### src/hw/rtl/smm_pkg.sv
// Shared types, constants and helpers for the soft-switch memory mapper.
package smm_pkg;

  localparam int unsigned PhysW = 18;

  localparam logic [PhysW-1:0] RomDBase    = 18'h21000;
  localparam logic [PhysW-1:0] RomEfBase   = 18'h22000;
  localparam logic [PhysW-1:0] IntSlotBase = 18'h20100;
  localparam logic [PhysW-1:0] ExtSlotBase = 18'h24000;
  localparam logic [PhysW-1:0] IntC8Base   = 18'h20800;
  localparam logic [7:0]       FlagBit     = 8'h80;

  typedef enum logic [1:0] {
    TGT_RAM = 2'd0,
    TGT_ROM = 2'd1,
    TGT_IO  = 2'd2,
    TGT_IGN = 2'd3
  } target_e;

  // C0xx group select, address bits 7:4
  localparam logic [3:0] GRP_KEY    = 4'h0;
  localparam logic [3:0] GRP_STATUS = 4'h1;
  localparam logic [3:0] GRP_VIDEO  = 4'h5;
  localparam logic [3:0] GRP_LC     = 4'h8;

  // C00x write switch index, address bits 3:1
  localparam logic [2:0] SW_STORE80   = 3'd0;
  localparam logic [2:0] SW_AUX_READ  = 3'd1;
  localparam logic [2:0] SW_AUX_WRITE = 3'd2;
  localparam logic [2:0] SW_INT_SLOT  = 3'd3;
  localparam logic [2:0] SW_ALT_ZP    = 3'd4;
  localparam logic [2:0] SW_SLOT3     = 3'd5;
  localparam logic [2:0] SW_COL80     = 3'd6;
  localparam logic [2:0] SW_ALT_CHAR  = 3'd7;

  // C01x read status index, address bits 3:0
  localparam logic [3:0] ST_KEY_FLAG  = 4'h0;
  localparam logic [3:0] ST_LC_BANK2  = 4'h1;
  localparam logic [3:0] ST_LC_RAM    = 4'h2;
  localparam logic [3:0] ST_AUX_READ  = 4'h3;
  localparam logic [3:0] ST_AUX_WRITE = 4'h4;
  localparam logic [3:0] ST_INT_SLOT  = 4'h5;
  localparam logic [3:0] ST_ALT_ZP    = 4'h6;
  localparam logic [3:0] ST_SLOT3     = 4'h7;
  localparam logic [3:0] ST_STORE80   = 4'h8;
  localparam logic [3:0] ST_VBLANK    = 4'h9;
  localparam logic [3:0] ST_TEXT      = 4'hA;
  localparam logic [3:0] ST_MIXED     = 4'hB;
  localparam logic [3:0] ST_PAGE2     = 4'hC;
  localparam logic [3:0] ST_HIRES     = 4'hD;
  localparam logic [3:0] ST_ALT_CHAR  = 4'hE;
  localparam logic [3:0] ST_COL80     = 4'hF;

  typedef struct packed {
    logic       store80;
    logic       aux_read;
    logic       aux_write;
    logic       internal_slot_rom;
    logic       alt_zero_page;
    logic       slot3_rom;
    logic       col80;
    logic       alt_charset;
    logic [3:0] video;  // bit0 text, bit1 mixed, bit2 page2, bit3 hires
    logic       lc_read_ram;
    logic       lc_read_bank2;
    logic       lc_write_enable;
    logic       lc_write_bank2;
  } mmu_state_t;

  typedef struct packed {
    logic [7:0]       read_data;
    target_e          target;
    logic [PhysW-1:0] phys;
    logic             strobe;
  } result_t;

  function automatic logic [7:0] flag_byte(input logic f);
    return f ? FlagBit : 8'h00;
  endfunction

endpackage

### src/hw/rtl/smm_decode.sv
// Address decode, soft-switch update and physical address translation for one beat.
module smm_decode (
  input  smm_pkg::mmu_state_t st_i,
  input  logic                mode_i,
  input  logic [15:0]         address_i,
  input  logic [7:0]          key_data_i,
  input  logic [7:0]          key_flag_i,
  input  logic [7:0]          vblank_status_i,
  output smm_pkg::mmu_state_t st_o,
  output smm_pkg::result_t    res_o
);

  logic       wr;
  logic [3:0] grp;
  logic [3:0] sel;
  logic       b2;
  logic       aux;
  logic [15:0] lc_addr;

  assign wr  = mode_i;
  assign grp = address_i[7:4];
  assign sel = address_i[3:0];
  assign b2  = ~sel[3];

  always_comb begin
    st_o          = st_i;
    res_o         = '0;
    res_o.target  = smm_pkg::TGT_RAM;
    aux           = 1'b0;
    lc_addr       = address_i;

    if (address_i < 16'h0200) begin
      res_o.phys = {1'b0, st_i.alt_zero_page, address_i};
    end else if (address_i < 16'hC000) begin
      aux        = wr ? st_i.aux_write : st_i.aux_read;
      res_o.phys = {1'b0, aux, address_i};
    end else if (address_i < 16'hC100) begin
      res_o.target = smm_pkg::TGT_IO;
      unique case (grp)
        smm_pkg::GRP_KEY: begin
          if (wr) begin
            unique case (sel[3:1])
              smm_pkg::SW_STORE80:   st_o.store80           = sel[0];
              smm_pkg::SW_AUX_READ:  st_o.aux_read          = sel[0];
              smm_pkg::SW_AUX_WRITE: st_o.aux_write         = sel[0];
              smm_pkg::SW_INT_SLOT:  st_o.internal_slot_rom = sel[0];
              smm_pkg::SW_ALT_ZP:    st_o.alt_zero_page     = sel[0];
              smm_pkg::SW_SLOT3:     st_o.slot3_rom         = sel[0];
              smm_pkg::SW_COL80:     st_o.col80             = sel[0];
              default:               st_o.alt_charset       = sel[0];
            endcase
          end else begin
            res_o.read_data = key_data_i;
          end
        end
        smm_pkg::GRP_STATUS: begin
          if (wr) begin
            res_o.strobe = 1'b1;
          end else begin
            res_o.strobe = (sel == smm_pkg::ST_KEY_FLAG);
            unique case (sel)
              smm_pkg::ST_KEY_FLAG:  res_o.read_data = key_flag_i;
              smm_pkg::ST_LC_BANK2:  res_o.read_data = smm_pkg::flag_byte(st_i.lc_read_bank2);
              smm_pkg::ST_LC_RAM:    res_o.read_data = smm_pkg::flag_byte(st_i.lc_read_ram);
              smm_pkg::ST_AUX_READ:  res_o.read_data = smm_pkg::flag_byte(st_i.aux_read);
              smm_pkg::ST_AUX_WRITE: res_o.read_data = smm_pkg::flag_byte(st_i.aux_write);
              smm_pkg::ST_INT_SLOT:
                res_o.read_data = smm_pkg::flag_byte(st_i.internal_slot_rom);
              smm_pkg::ST_ALT_ZP:    res_o.read_data = smm_pkg::flag_byte(st_i.alt_zero_page);
              smm_pkg::ST_SLOT3:     res_o.read_data = smm_pkg::flag_byte(st_i.slot3_rom);
              smm_pkg::ST_STORE80:   res_o.read_data = smm_pkg::flag_byte(st_i.store80);
              smm_pkg::ST_VBLANK:    res_o.read_data = vblank_status_i;
              smm_pkg::ST_TEXT:      res_o.read_data = smm_pkg::flag_byte(st_i.video[0]);
              smm_pkg::ST_MIXED:     res_o.read_data = smm_pkg::flag_byte(st_i.video[1]);
              smm_pkg::ST_PAGE2:     res_o.read_data = smm_pkg::flag_byte(st_i.video[2]);
              smm_pkg::ST_HIRES:     res_o.read_data = smm_pkg::flag_byte(st_i.video[3]);
              smm_pkg::ST_ALT_CHAR:  res_o.read_data = smm_pkg::flag_byte(st_i.alt_charset);
              default:               res_o.read_data = smm_pkg::flag_byte(st_i.col80);
            endcase
          end
        end
        smm_pkg::GRP_VIDEO: begin
          if (!sel[3]) begin
            st_o.video[sel[2:1]] = sel[0];
          end
        end
        smm_pkg::GRP_LC: begin
          if (sel[0]) begin
            st_o.lc_write_enable = 1'b1;
            st_o.lc_write_bank2  = b2;
          end else begin
            st_o.lc_write_enable = 1'b0;
          end
          if (sel[1:0] == 2'b00 || sel[1:0] == 2'b11) begin
            st_o.lc_read_ram   = 1'b1;
            st_o.lc_read_bank2 = b2;
          end else begin
            st_o.lc_read_ram   = 1'b0;
            st_o.lc_read_bank2 = 1'b0;
          end
        end
        default: ;
      endcase
    end else if (address_i < 16'hD000) begin
      if (wr) begin
        res_o.target = smm_pkg::TGT_IGN;
      end else begin
        res_o.target = smm_pkg::TGT_ROM;
        if (address_i < 16'hC800) begin
          res_o.phys = (st_i.internal_slot_rom ? smm_pkg::IntSlotBase : smm_pkg::ExtSlotBase)
                       + {6'b0, address_i[11:0]} - 18'h00100;
        end else begin
          res_o.phys = smm_pkg::IntC8Base + {7'b0, address_i[10:0]};
        end
      end
    end else if (address_i < 16'hE000) begin
      if (wr) begin
        if (st_i.lc_write_enable) begin
          lc_addr    = st_i.lc_write_bank2 ? address_i : address_i - 16'h1000;
          res_o.phys = {1'b0, st_i.alt_zero_page, lc_addr};
        end else begin
          res_o.target = smm_pkg::TGT_IGN;
        end
      end else begin
        if (st_i.lc_read_ram) begin
          lc_addr    = st_i.lc_read_bank2 ? address_i : address_i - 16'h1000;
          res_o.phys = {1'b0, st_i.alt_zero_page, lc_addr};
        end else begin
          res_o.target = smm_pkg::TGT_ROM;
          res_o.phys   = smm_pkg::RomDBase + {6'b0, address_i[11:0]};
        end
      end
    end else begin
      if (wr ? st_i.lc_write_enable : st_i.lc_read_ram) begin
        res_o.phys = {1'b0, st_i.alt_zero_page, address_i};
      end else if (wr) begin
        res_o.target = smm_pkg::TGT_IGN;
      end else begin
        res_o.target = smm_pkg::TGT_ROM;
        res_o.phys   = smm_pkg::RomEfBase + {5'b0, address_i[12:0]};
      end
    end
  end

endmodule

### src/hw/rtl/softswitch_memory_mapper.sv
// Top level of the soft-switch memory mapper: input register, decode, result register.
// Each bus access beat is captured in an input register, decoded against the current
// soft-switch and language-card flags, and moves into the result register once the
// result side can take it. One beat is taken every cycle unless the input side stalls;
// the flag registers are updated as a beat moves from the input register
// to the result register, so back-to-back beats see each other's switch effects in
// order. The input side stalls only while both registers are full and the result side
// stalls. No clearing pass after reset: all flags reset to zero at once.
module softswitch_memory_mapper (
  input  logic        clk_i,
  input  logic        rst_ni,
  input  logic        in_valid_i,
  output logic        in_stall_o,
  input  logic        mode_i,
  input  logic [15:0] address_i,
  input  logic [7:0]  key_data_i,
  input  logic [7:0]  key_flag_i,
  input  logic [7:0]  vblank_status_i,
  output logic        out_valid_o,
  input  logic        out_stall_i,
  output logic [7:0]  read_data_o,
  output logic [1:0]  target_o,
  output logic [17:0] physical_address_o,
  output logic        strobe_clear_o
);

  logic                s1_valid_q;
  logic                mode_q;
  logic [15:0]         address_q;
  logic [7:0]          key_data_q;
  logic [7:0]          key_flag_q;
  logic [7:0]          vblank_q;
  smm_pkg::mmu_state_t st_q;
  smm_pkg::mmu_state_t st_d;
  smm_pkg::result_t    res_d;
  smm_pkg::result_t    res_q;
  logic                out_valid_q;
  logic                out_free;
  logic                s1_fire;
  logic                in_fire;

  assign out_free   = ~out_valid_q | ~out_stall_i;
  assign s1_fire    = s1_valid_q & out_free;
  assign in_stall_o = s1_valid_q & ~out_free;
  assign in_fire    = in_valid_i & ~in_stall_o;

  smm_decode u_decode (
    .st_i            (st_q),
    .mode_i          (mode_q),
    .address_i       (address_q),
    .key_data_i      (key_data_q),
    .key_flag_i      (key_flag_q),
    .vblank_status_i (vblank_q),
    .st_o            (st_d),
    .res_o           (res_d)
  );

  always_ff @(posedge clk_i or negedge rst_ni) begin
    if (!rst_ni) begin
      s1_valid_q  <= 1'b0;
      out_valid_q <= 1'b0;
      st_q        <= '0;
    end else begin
      if (in_fire) begin
        s1_valid_q <= 1'b1;
      end else if (s1_fire) begin
        s1_valid_q <= 1'b0;
      end
      if (s1_fire) begin
        out_valid_q <= 1'b1;
        st_q        <= st_d;
      end else if (!out_stall_i) begin
        out_valid_q <= 1'b0;
      end
    end
  end

  always_ff @(posedge clk_i) begin
    if (in_fire) begin
      mode_q     <= mode_i;
      address_q  <= address_i;
      key_data_q <= key_data_i;
      key_flag_q <= key_flag_i;
      vblank_q   <= vblank_status_i;
    end
    if (s1_fire) begin
      res_q <= res_d;
    end
  end

  assign out_valid_o        = out_valid_q;
  assign read_data_o        = res_q.read_data;
  assign target_o           = res_q.target;
  assign physical_address_o = res_q.phys;
  assign strobe_clear_o     = res_q.strobe;

  a_stall_full: assert property (@(posedge clk_i) disable iff (!rst_ni)
    in_stall_o |-> (s1_valid_q && out_valid_q && out_stall_i))
    else $error("input stalled without a full pipeline");

  a_fire_fills: assert property (@(posedge clk_i) disable iff (!rst_ni)
    s1_fire |=> out_valid_q)
    else $error("decoded beat not presented");

  a_state_hold: assert property (@(posedge clk_i) disable iff (!rst_ni)
    !s1_fire |=> $stable(st_q))
    else $error("flags changed without a beat");

  a_io_phys: assert property (@(posedge clk_i) disable iff (!rst_ni)
    (out_valid_q && (res_q.target == smm_pkg::TGT_IO || res_q.target == smm_pkg::TGT_IGN))
      |-> (res_q.phys == '0))
    else $error("nonzero address on I/O or ignored beat");

  a_strobe_io: assert property (@(posedge clk_i) disable iff (!rst_ni)
    (out_valid_q && res_q.strobe) |-> (res_q.target == smm_pkg::TGT_IO))
    else $error("strobe on non-I/O beat");

endmodule
### config.mk
export PLATFORM = sky130hd
export DESIGN_NAME = softswitch_memory_mapper
export DESIGN_NICKNAME = d
export VERILOG_FILES = /design/src/hw/rtl/smm_pkg.sv /design/src/hw/rtl/smm_decode.sv /design/src/hw/rtl/softswitch_memory_mapper.sv
export SDC_FILE = /design/constraint.sdc
export NUM_CORES = 1
export LEC_CHECK = 0
export BUFFER_PORTS_ARGS = -buffer_cell sky130_fd_sc_hd__buf_4
export CORE_MARGIN = 2
export CORE_UTILIZATION = 55
export CTS_BUF_LIST = sky130_fd_sc_hd__clkbuf_8
export DETAILED_ROUTE_END_ITERATION = 10
export PLACE_DENSITY = 0.84
export SYNTH_ARGS = -nofsm -noshare
export SYNTH_HDL_FRONTEND = slang
export SYNTH_SLANG_ARGS = --single-unit
### constraint.sdc
create_clock -name clk_i -period 3.6 [get_ports clk_i]
set_clock_uncertainty 0.15 [all_clocks]
set_input_delay 0.72 -clock clk_i [delete_from_list [all_inputs] [get_ports clk_i]]
set_output_delay 0.72 -clock clk_i [all_outputs]
set_load 0.01 [all_outputs]
==> results of run 1 <==
## worst paths after layout
| check | start | to | slack (ps) | cells after the start |
|---|---|---|---|---|
| setup / recovery | address_q[0]$_DFFE_PP_ | read_data_o[7]$_SDFFCE_PP0P_ | 890 | 6 |
| hold / removal | rst_ni | st_q[8]$_DFFE_PN0P_ | 70 | 1 |
| setup reg to reg | address_q[0]$_DFFE_PP_ | read_data_o[7]$_SDFFCE_PP0P_ | 890 | 6 |
| hold reg to reg | s1_valid_q$_DFFE_PN0P_ | out_valid_o$_DFFE_PN0P_ | 330 | 1 |
| max in group asynchronous | rst_ni | st_q[2]$_DFFE_PN0P_ | 3030 | 1 |
| min in group clk_i | s1_valid_q$_DFFE_PN0P_ | out_valid_o$_DFFE_PN0P_ | 330 | 1 |
## sequential cells by signal (all words and copies together), names as in the netlist, 2 cells and up
name and count:
key_data_q 8, address_q 16, target_o 2, physical_address_o 18
read_data_o 8, st_q 16, vblank_q 8, key_flag_q 8
## cell usage after synthesis, types with 3 or more instances
master     count
nand2_1       11
mux2_1         6
o2bb2ai_1      3
nand2b_1       6
nand3_1        9
edfxtp_1      70
a22oi_1       10
a221o_1        3
and2_1         6
a22o_1         9
a21oi_1       10
buf_6          3
dfrtp_1       18
nor4_1         5
ha_1          12
a2111oi_0      3
buf_4          3
inv_1         22
o21ai_0        8
nor2_1        19
mux2_2         6
nor2b_1       12
nor3_1         7
## cell families after synthesis
group                      count (synthesis)
AOI/OAI and AO/OA                         74
xor gates and xnor gates                   3
and+or+nand+nor                           92
buffers and inverters                     36
DFF                                       88
adders and majority gates                 13
muxes                                     15
## worst max-delay path, cell delays in order (launching register included)
cell and delay, ps:
edfxtp_1 660, inv_1 220, ha_1 320, nor2b_1 250
a22o_1 250, a2111oi_0 470, a211oi_1 140
## layer usage
layer	wire length, um	GRT usage	part of all wire
met1	3790	0.299	0.44
met2	4140	0.331	0.48
met3	530	0.0616	0.061
met4	234	0.0821	0.027
met5	0	0	0
## final cells by class
cell class              count  area [um2]
fillers                   552        2590
flip-flops and latches     88        2550
multi-input cells         197        1500
repair buffers             76         571
well taps                 102         128
clock buffers               9         124
inverters                  22        82.6
clock inverters             7        56.3
## power groups by stage
stage	registers, mW	clock network (mW)	logic (mW)
3_5_place_dp	1.24	0	0.240
3_3_place_gp	1.24	0	0.236
4_1_cts	1.22	0.625	0.241
5_1_grt	1.23	0.667	0.263
2_1_floorplan	1.23	0	0.135
6_report	1.22	0.620	0.241
## through the flow
stage	util	total power [mW]
final	0.659	2.08
after global routing	0.659	2.15
after CTS	0.659	2.08
after detailed placement	0.635	1.48
after global placement	0.635	1.47
after floorplan	-	1.37
==> summary.txt, run 1 <==
Logic synthesis
  – Number of synthesized register bits: between 80 and 90
  – Adder and majority cell fraction of the synthesized area: 0.0401
  – Number of enable-type register cells in the synthesized netlist: 70
  – Register area share after synthesis: 0.602
  – Simple-gate area share of the yosys netlist: 0.126
  – Summed instance area of the synthesized netlist: 4240 um2
  – Biggest area consumer among synthesized cells: edfxtp_1
  – Synth Area per Inst: ~13 um2
  – Netlist cell types: roughly 70
  – Combinational family with the most area after synthesis: compound AO/OA/AOI/OAI gates
  – Instance count of the mapped netlist: 321
  – Count of yosys warnings during synthesis: 0
  – XOR/XNOR Fraction of Synth Area: 0.00620
  – Top area cells in the synthesized netlist: edfxtp_1, dfrtp_1, ha_1
  – Fraction of post-synthesis cell area in the top cell type by area: 0.496
  – Share of synthesized flip-flops with an asynchronous set or reset: 0.205
  – Fraction of the mapped netlist area in compound gates: 0.141
  – Multiplexer area fraction after synthesis: 0.0401
  – Post-synthesis net count: 379
  – Top_reg_cell synth: edfxtp_1

Finish
  – Diode insertion count for antenna repair: 0
  – Fraction of final layout cells with drive strength greater than 1: 0.276
  – Synthesis-to-layout area growth: 18.3%
  – Most frequent cells in the layout: buf_4, edfxtp_1, inv_1
  – Commonest non-fill, non-tap cell in the layout: buf_4
  – Final nets: between 400 and 500
  – Non-Filler Instances: 501
  – Final instance area: 5010 um2

Drt
  – Vias per cell: 5.84
  – Routed wirelength normalized by instance count: roughly 17 um
  – Initial DRT Pass Iterations: 5
  – Number of nets with antenna violations after routing: 0
  – Routed vias: 2927
  – Total routed wirelength: 8690 um
  – Detailed Route Iter0 Violations: around 210
  – Number of DRC violations after detailed routing: 0

Status
  – Outcome: finished, final reports clean

Pwr
  – Portion of total power attributed to sequential cells: 0.586
  – Sw Pwr: 0.538 mW
  – LEAKAGE: 1.97 nW
  – Power per unit of standard cell area: 414 nW/um2
  – Clock power share: 0.298
  – Internal power contribution: 1.54 mW
  – Worst ir drop on vdd: 275 uV
  – Switching share of total power: 0.259
  – Logic gate share of total power: 0.116

Timing
  – Total count of max-transition violations in the final report: 0
  – Final setup vio count: 0
  – Min Clock Period, post-route: roughly 2700 ps
  – Unrepaired setup endpoints after global routing: false
  – Max-slew headroom: 0.379
  – Tcrit/Tclk final: 0.754
  – Sum Neg Setup Slack: 0 ps
  – Number of failing hold endpoints at the final stage: 0
  – Actual transition at the worst max-transition pin: roughly 930 ps
  – Maximum achievable frequency: about 370 MHz
  – Worst Setup Slack, final: 887 ps
  – Tightest hold margin: between 60 and 70 ps

Worst setup path
  – Type of element capturing the critical path: register
  – Worst-path fanout max: 15
  – Kind of start point of the critical path: register
  – Arrival time worst endpoint: 2670 ps
  – Category of the critical setup timing path: reg2reg
  – Req. time, crit path: 3550 ps

CTS
  – Deepest clock path buffer count: 2
  – Count of H-tree levels built during CTS: 3
  – Cell at the root of the clock tree: clkbuf_8
  – Register clock-pin slew on the reported worst setup and hold paths: 90 ps
  – Number of hold-repair buffers added at the cts stage: 0
  – Worst skew pair latency: 360 ps
  – Number of buffers inserted to repair setup after CTS: 0
  – Number of gates given a new drive strength after cts: 0
  – Clock tree from TritonCTS: built
  – Number of sinks driven by the clock tree: just under 90
  – Number of buffers created by CTS: 9

Global route
  – Global route total overflow: 0
  – Vias in the first global route: 2849
  – Global-route wire length before repair: 14000 um
  – Maximum number of pins on one net before global-route repair: 42
  – Number of antenna violations at the first check in global routing: 0
  – Overall routing resource usage: 0.218

Floorplanning
  – Die Area: about 8400 um2
  – Width of the die: 91.8 um
  – I/O pin cnt: 76
  – Placeable Area: between 7000 and 8000 um2
  – Effective utilization at floorplan: 0.557
  – Total number of placement rows: 32
  – Vertical die dimension: just over 90 um

Placed design
  – Weighted congestion at the end of routability-driven global placement: between 0.9 and 1
  – Area post-placement: 4830 um2
  – Port-buffer cells: 75
  – DP Worst Slack: 934 ps
  – Number of placed instances with taps included: 485
  – Placed wire-length estimate after detailed placement: ~6400 um

Job
  – Max-capacitance violation count: 0

Min path
  – Classification of the worst-slack hold path: in2async
No activity file was read; power rests on OpenSTA's default activity.
==> run 2: changes to the inputs <==
--- a/config.mk
+++ b/config.mk
@@ -5,6 +5,7 @@
 export SDC_FILE = /design/constraint.sdc
 export NUM_CORES = 1
 export LEC_CHECK = 0
+export ABC_AREA = 1
 export BUFFER_PORTS_ARGS = -buffer_cell sky130_fd_sc_hd__buf_4
 export CORE_MARGIN = 2
 export CORE_UTILIZATION = 55
==> constraint.sdc (replaced) <==
create_clock -name clk_i -period 2.6 [get_ports clk_i]
set_clock_uncertainty 0.15 [all_clocks]
set_input_delay 0.52 -clock clk_i [delete_from_list [all_inputs] [get_ports clk_i]]
set_output_delay 0.52 -clock clk_i [all_outputs]
set_load 0.01 [all_outputs]
==> summary.txt, run 2 <==
Logic synthesis
  – Biggest area consumer among synthesized cells: edfxtp_1
  – Count of yosys warnings during synthesis: 0
  – Number of synthesized register bits: about 90
  – Share of synthesized flip-flops with an asynchronous set or reset: 0.205
  – Top area cells in the synthesized netlist: edfxtp_1, dfrtp_1, nand2_1
  – Cell with the most instances after synthesis: nand2_1
  – Synth Area per Inst: 10.1 um2
  – Post-synthesis net count: 478
  – Instance count of the mapped netlist: 420
  – Top_reg_cell synth: edfxtp_1
  – Summed instance area of the synthesized netlist: 4260 um2
  – Register area share after synthesis: 0.599
  – Netlist cell types: 39
  – Fraction of post-synthesis cell area in the top cell type by area: 0.493
  – Number of enable-type register cells in the synthesized netlist: 70
  – Commonest cells in the netlist: nand2_1, edfxtp_1, inv_1

Drt
  – Routed wirelength normalized by instance count: between 15 and 20 um
  – Total routed wirelength: 9660 um
  – Routed vias: 3344
  – Number of nets with antenna violations after routing: 0
  – Detailed Route Iter0 Violations: 246
  – Initial DRT Pass Iterations: 5
  – Vias per cell: 5.43
  – Number of DRC violations after detailed routing: 0

Pwr
  – LEAKAGE: approximately 2.2 nW
  – Power per unit of standard cell area: 606 nW/um2
  – Worst ir drop on vdd: 476 uV

CTS
  – Deepest clock path buffer count: 2
  – Clock tree from TritonCTS: built
  – Register clock-pin slew on the reported worst setup and hold paths: around 100 ps
  – Number of sinks driven by the clock tree: a little under 90
  – Cell at the root of the clock tree: clkbuf_8
  – Number of buffers created by CTS: 9
  – Worst skew pair latency: 370 ps
  – Count of H-tree levels built during CTS: 3
  – Number of gates given a new drive strength after cts: 0

Worst setup path
  – Worst-path fanout max: 8
  – Reg2reg end: read_data_o[2]$_SDFFCE_PP0P_
  – Category of the critical setup timing path: reg2reg
  – Cells on worst reg2reg path: 10
  – Critical path startpoint: address_q[0]$_DFFE_PP_
  – Worst R2R Setup Slack: 200 ps
  – Req. time, crit path: between 2000 and 3000 ps
  – Type of element capturing the critical path: register
  – Kind of start point of the critical path: register
  – Crit Reg-Reg Startpoint: address_q[0]$_DFFE_PP_
  – End point of the critical path: read_data_o[2]$_SDFFCE_PP0P_
  – Arrival time worst endpoint: 2340 ps

Finish
  – Commonest non-fill, non-tap cell in the layout: nand2_1
  – Synthesis-to-layout area growth: 21.5%
  – Final cell utilization of the core: 0.681
  – Final instance area: 5180 um2
  – Most frequent cells in the layout: nand2_1, buf_4, edfxtp_1
  – Final nets: ~570
  – Sequential cell area: roughly 2600 um2
  – Combined area of the multi-input logic cells: 1450 um2
  – Max FFs per register: 18
  – Fillers: around 580
  – Fraction of final layout cells with drive strength greater than 1: 0.243
  – Diode insertion count for antenna repair: 0

Placed design
  – Area post-placement: roughly 5000 um2
  – Placed wire-length estimate after detailed placement: 7040 um
  – Weighted congestion at the end of routability-driven global placement: 0.886
  – Port-buffer cells: 75

Global route
  – Global route total overflow: 0
  – Vias in the first global route: roughly 3200
  – Number of antenna violations at the first check in global routing: 0
  – Global-route wire length before repair: 15600 um
  – Overall routing resource usage: 0.241
  – Maximum number of pins on one net before global-route repair: 30

Timing
  – Final setup vio count: 0
  – Max-slew headroom: 0.638
  – Min Clock Period, post-route: 2400 ps
  – Actual transition at the worst max-transition pin: 543 ps
  – Unrepaired setup endpoints after global routing: false
  – Total count of max-transition violations in the final report: 0
  – Tcrit/Tclk final: 0.922
  – Number of failing hold endpoints at the final stage: 0
  – Sum Neg Setup Slack: 0 ps
  – Maximum achievable frequency: 417 MHz

Floorplanning
  – Die Area: about 8500 um2
  – I/O pin cnt: 76
  – Placeable Area: 7610 um2
  – Vertical die dimension: just over 90 um
  – Effective utilization at floorplan: 0.560
  – Width of the die: 92.0 um
  – Total number of placement rows: 32

Min path
  – Hold_sp: key_data_i[2]
  – Classification of the worst-slack hold path: in2reg

Job
  – Max-capacitance violation count: 0

Status
  – Outcome: finished, final reports clean
[run 2: cell types whose count changed in the layout (fill, tap and decap cells not counted), sizes merged, moves of 7 or more]
cell and delta:
a21oi +14, a22oi -10, nand3 +21, mux2 -13, inv +36, nor2 +36, nor2b -12, a32o +7
nand2 +77, a22o -10, o21ai +10
[run 2: worst min path at each step]
stage          cells after the start                      end
6_report                           1  key_data_q[2]$_DFFE_PP_
5_1_grt                            1   address_q[1]$_DFFE_PP_
4_1_cts                            1  key_data_q[2]$_DFFE_PP_
3_5_place_dp                       1      st_q[6]$_DFFE_PN0P_
3_3_place_gp                       1      st_q[4]$_DFFE_PN0P_
2_1_floorplan                      0  out_valid_o$_DFFE_PN0P_
[run 2: logic make-up (layout without fill, tap and decap cells)]
group / count (synthesis) / after routing / synth area share
mux: 1 / 1 / 0.00235
compound gates: 62 / 62 / 0.0892
xor+xnor: 1 / 1 / 0.00205
buf+inv: 65 / 159 / 0.0619
fa+ha+maj: 13 / 13 / 0.0399
flops: 88 / 88 / 0.599
simple gates: 190 / 190 / 0.206
[run 2: metrics by stage]
step	setup WS (ps)	total power, mW	std cells	hold slack (ps)
global placement	310	2.18	599	250
global route	47.2	3.26	616	166
detailed placement	261	2.20	599	253
floorplan	440	1.98	420	74.4
CTS	241	3.15	616	168
finish	203	3.14	616	170
[run 2: layer usage]
metal	share of wire	GRT usage	up-vias
li1	-	-	1610
met1	0.41	0.318	1563
met2	0.50	0.400	154
met3	0.070	0.0419	17
met4	0.014	0.0945	0
met5	0	0	-
[run 2: timing repair]
| item | CTS | global route |
|---|---|---|
| setup buffers | 0 | 0 |
| hold buffers | 1 | 0 |
| endpoints found under the hold margin | 18 | 0 |
[run 2: report_power, final]
group          switching, mW  leakage [nW]  internal [mW]
Sequential            0.0540         0.905           1.65
Combinational          0.280          1.23          0.187
Clock                  0.513        0.0994          0.454
Total                  0.847          2.24           2.29
[run 2: worst max-delay path, cell delays in order, from the launching register on]
cell,delay [ps]
edfxtp_1,540
clkinv_1,270
ha_1,370
nand2_1,150
nand2_1,70
nor2_1,110
nand3_1,150
nand2_1,110
inv_2,70
nand2_1,80
a21oi_1,80
[run 2: layout make-up]
| class | instances | share of cell area |
|---|---|---|
| clock buffers | 9 | 0.0239 |
| clock inverters | 7 | 0.0152 |
| inverters | 60 | 0.0435 |
| multi-input cells | 267 | 0.279 |
| flip-flops and latches | 88 | 0.493 |
| well taps | 102 | 0.0246 |
| repair buffers | 83 | 0.121 |
==> run 3: changes to the inputs <==
--- a/config.mk
+++ b/config.mk
@@ -6,7 +6,7 @@
 export NUM_CORES = 1
 export LEC_CHECK = 0
 export ABC_AREA = 1
-export BUFFER_PORTS_ARGS = -buffer_cell sky130_fd_sc_hd__buf_4
+export BUFFER_PORTS_ARGS = -buffer_cell sky130_fd_sc_hd__buf_2
 export CORE_MARGIN = 2
 export CORE_UTILIZATION = 55
 export CTS_BUF_LIST = sky130_fd_sc_hd__clkbuf_8
==> constraint.sdc (replaced) <==
create_clock -name clk_i -period 2.6 [get_ports clk_i]
set_clock_uncertainty 0.15 [all_clocks]
set_input_delay 0.52 -clock clk_i [delete_from_list [all_inputs] [get_ports clk_i]]
set_output_delay 0.52 -clock clk_i [all_outputs]
set_load 0.1 [all_outputs]
==> summary.txt, run 3 (synthesis gave the netlist of run 2 again) <==
Status
  – Outcome: finished, final reports clean

Timing
  – Max-slew headroom: 0.647
  – Unrepaired setup endpoints after global routing: false
  – Number of failing hold endpoints at the final stage: 0
  – Min Clock Period, post-route: approximately 2400 ps
  – Maximum achievable frequency: between 400 and 500 MHz
  – Sum Neg Setup Slack: 0 ps
  – Tcrit/Tclk final: 0.917
  – Total count of max-transition violations in the final report: 0
  – Actual transition at the worst max-transition pin: 530 ps
  – Final setup vio count: 0

Placed design
  – Placed wire-length estimate after detailed placement: 6800 um
  – Weighted congestion at the end of routability-driven global placement: 0.908
  – Area post-placement: 4800 um2
  – Port-buffer cells: 75

Drt
  – Detailed Route Iter0 Violations: 262
  – Vias per cell: roughly 5.4
  – Total routed wirelength: 9160 um
  – Routed wirelength normalized by instance count: between 10 and 15 um
  – Number of DRC violations after detailed routing: 0
  – Initial DRT Pass Iterations: 5
  – Routed vias: between 3000 and 4000
  – Number of nets with antenna violations after routing: 0

Floorplanning
  – I/O pin cnt: 76
  – Placeable Area: 7610 um2
  – Width of the die: 92.0 um
  – Vertical die dimension: 92.0 um
  – Effective utilization at floorplan: 0.560
  – Die Area: 8470 um2
  – Total number of placement rows: 32

CTS
  – Worst skew pair latency: 370 ps
  – Count of H-tree levels built during CTS: 3
  – Number of sinks driven by the clock tree: 88
  – Register clock-pin slew on the reported worst setup and hold paths: 90 ps
  – Number of buffers created by CTS: 9
  – Number of gates given a new drive strength after cts: 0
  – Clock tree from TritonCTS: built
  – Deepest clock path buffer count: 2
  – Cell at the root of the clock tree: clkbuf_8

Global route
  – Global-route wire length before repair: 15000 um
  – Number of antenna violations at the first check in global routing: 0
  – Maximum number of pins on one net before global-route repair: 42
  – Global route total overflow: 0
  – Vias in the first global route: 3266
  – Overall routing resource usage: 0.231

Worst setup path
  – Arrival time worst endpoint: 2340 ps
  – Worst-path fanout max: 8
  – Category of the critical setup timing path: reg2reg
  – Req. time, crit path: 2560 ps
  – Type of element capturing the critical path: register
  – Kind of start point of the critical path: register

Finish
  – Synthesis-to-layout area growth: 17.9%
  – Commonest non-fill, non-tap cell in the layout: nand2_1
  – Max FFs per register: 18
  – Final nets: 567
  – Fillers: ~590
  – Diode insertion count for antenna repair: 0
  – Most frequent cells in the layout: nand2_1, buf_2, edfxtp_1
  – Fraction of final layout cells with drive strength greater than 1: 0.255
  – Final instance area: 5030 um2

Job
  – Max-capacitance violation count: 0

Pwr
  – Worst ir drop on vdd: 400 uV
  – LEAKAGE: approximately 2.2 nW
  – Power per unit of standard cell area: 696 nW/um2

Min path
  – Classification of the worst-slack hold path: in2reg
## run 3: what timing repair did
| action | 4_1_cts | 5_1_grt |
|---|---|---|
| hold endpoints to repair | 18 | 0 |
| hold buffers | 1 | 0 |
| setup buffers | 0 | 0 |
| endpoints found under the setup margin | 0 | 0 |
## run 3: path summary, 6_finish.rpt
kind / startpoint / endpoint / slack, ps / cells after the start
setup / recovery: address_q[0]$_DFFE_PP_ / read_data_o[6]$_SDFFCE_PP0P_ / 220 / 10
hold / removal: vblank_status_i[7] / vblank_q[7]$_DFFE_PP_ / 170 / 1
setup reg to reg: address_q[0]$_DFFE_PP_ / read_data_o[6]$_SDFFCE_PP0P_ / 220 / 10
hold reg to reg: st_q[9]$_DFFE_PN0P_ / st_q[9]$_DFFE_PN0P_ / 360 / 2
max in group asynchronous: rst_ni / out_valid_o$_DFFE_PN0P_ / 1510 / 2
min in group asynchronous: rst_ni / st_q[4]$_DFFE_PN0P_ / 450 / 2
## run 3: final cells by class
cell class                 count  area [um2]  area share
multi-input combinational    267        1460       0.290
sequential                    88        2560       0.509
clock inverter                 6        92.6      0.0184
inverter                      60         229      0.0456
clock buffer                   9         124      0.0246
timing repair buffer          83         438      0.0871
tap                          102         128      0.0254
## run 3: power breakdown
group	internal [mW]	switching (mW)	total (mW)	leakage, nW
registers	1.65	0.0531	1.71	0.905
logic	0.146	0.612	0.757	1.17
clock network	0.540	0.492	1.03	0.102
total	2.34	1.16	3.50	2.17
## run 3: worst max-delay path: stages (launching register included)
cell and delay (ps):
edfxtp_1 520, clkinv_1 310, ha_1 380, nand2_1 150, nand2_1 60, nor2_1 100
nand3_1 140, nand2_1 110, inv_2 70, nand2_1 80, a21oi_1 70
## run 3: through the flow
step	hold slack (ps)	total power [mW]	util	worst slack, ps	instances
after floorplan	74.4	2.33	-	46.8	420
after CTS	160	3.51	0.661	245	615
after detailed placement	323	2.49	0.631	248	599
after global routing	163	3.62	0.661	42.6	615
final	173	3.50	0.661	215	615
after global placement	320	2.48	0.631	310	599
## run 3: metal layers
layer,share of wire,track usage
met2,0.48,0.369
met4,0.032,0.112
met3,0.083,0.0551
met5,0,0
met1,0.41,0.300
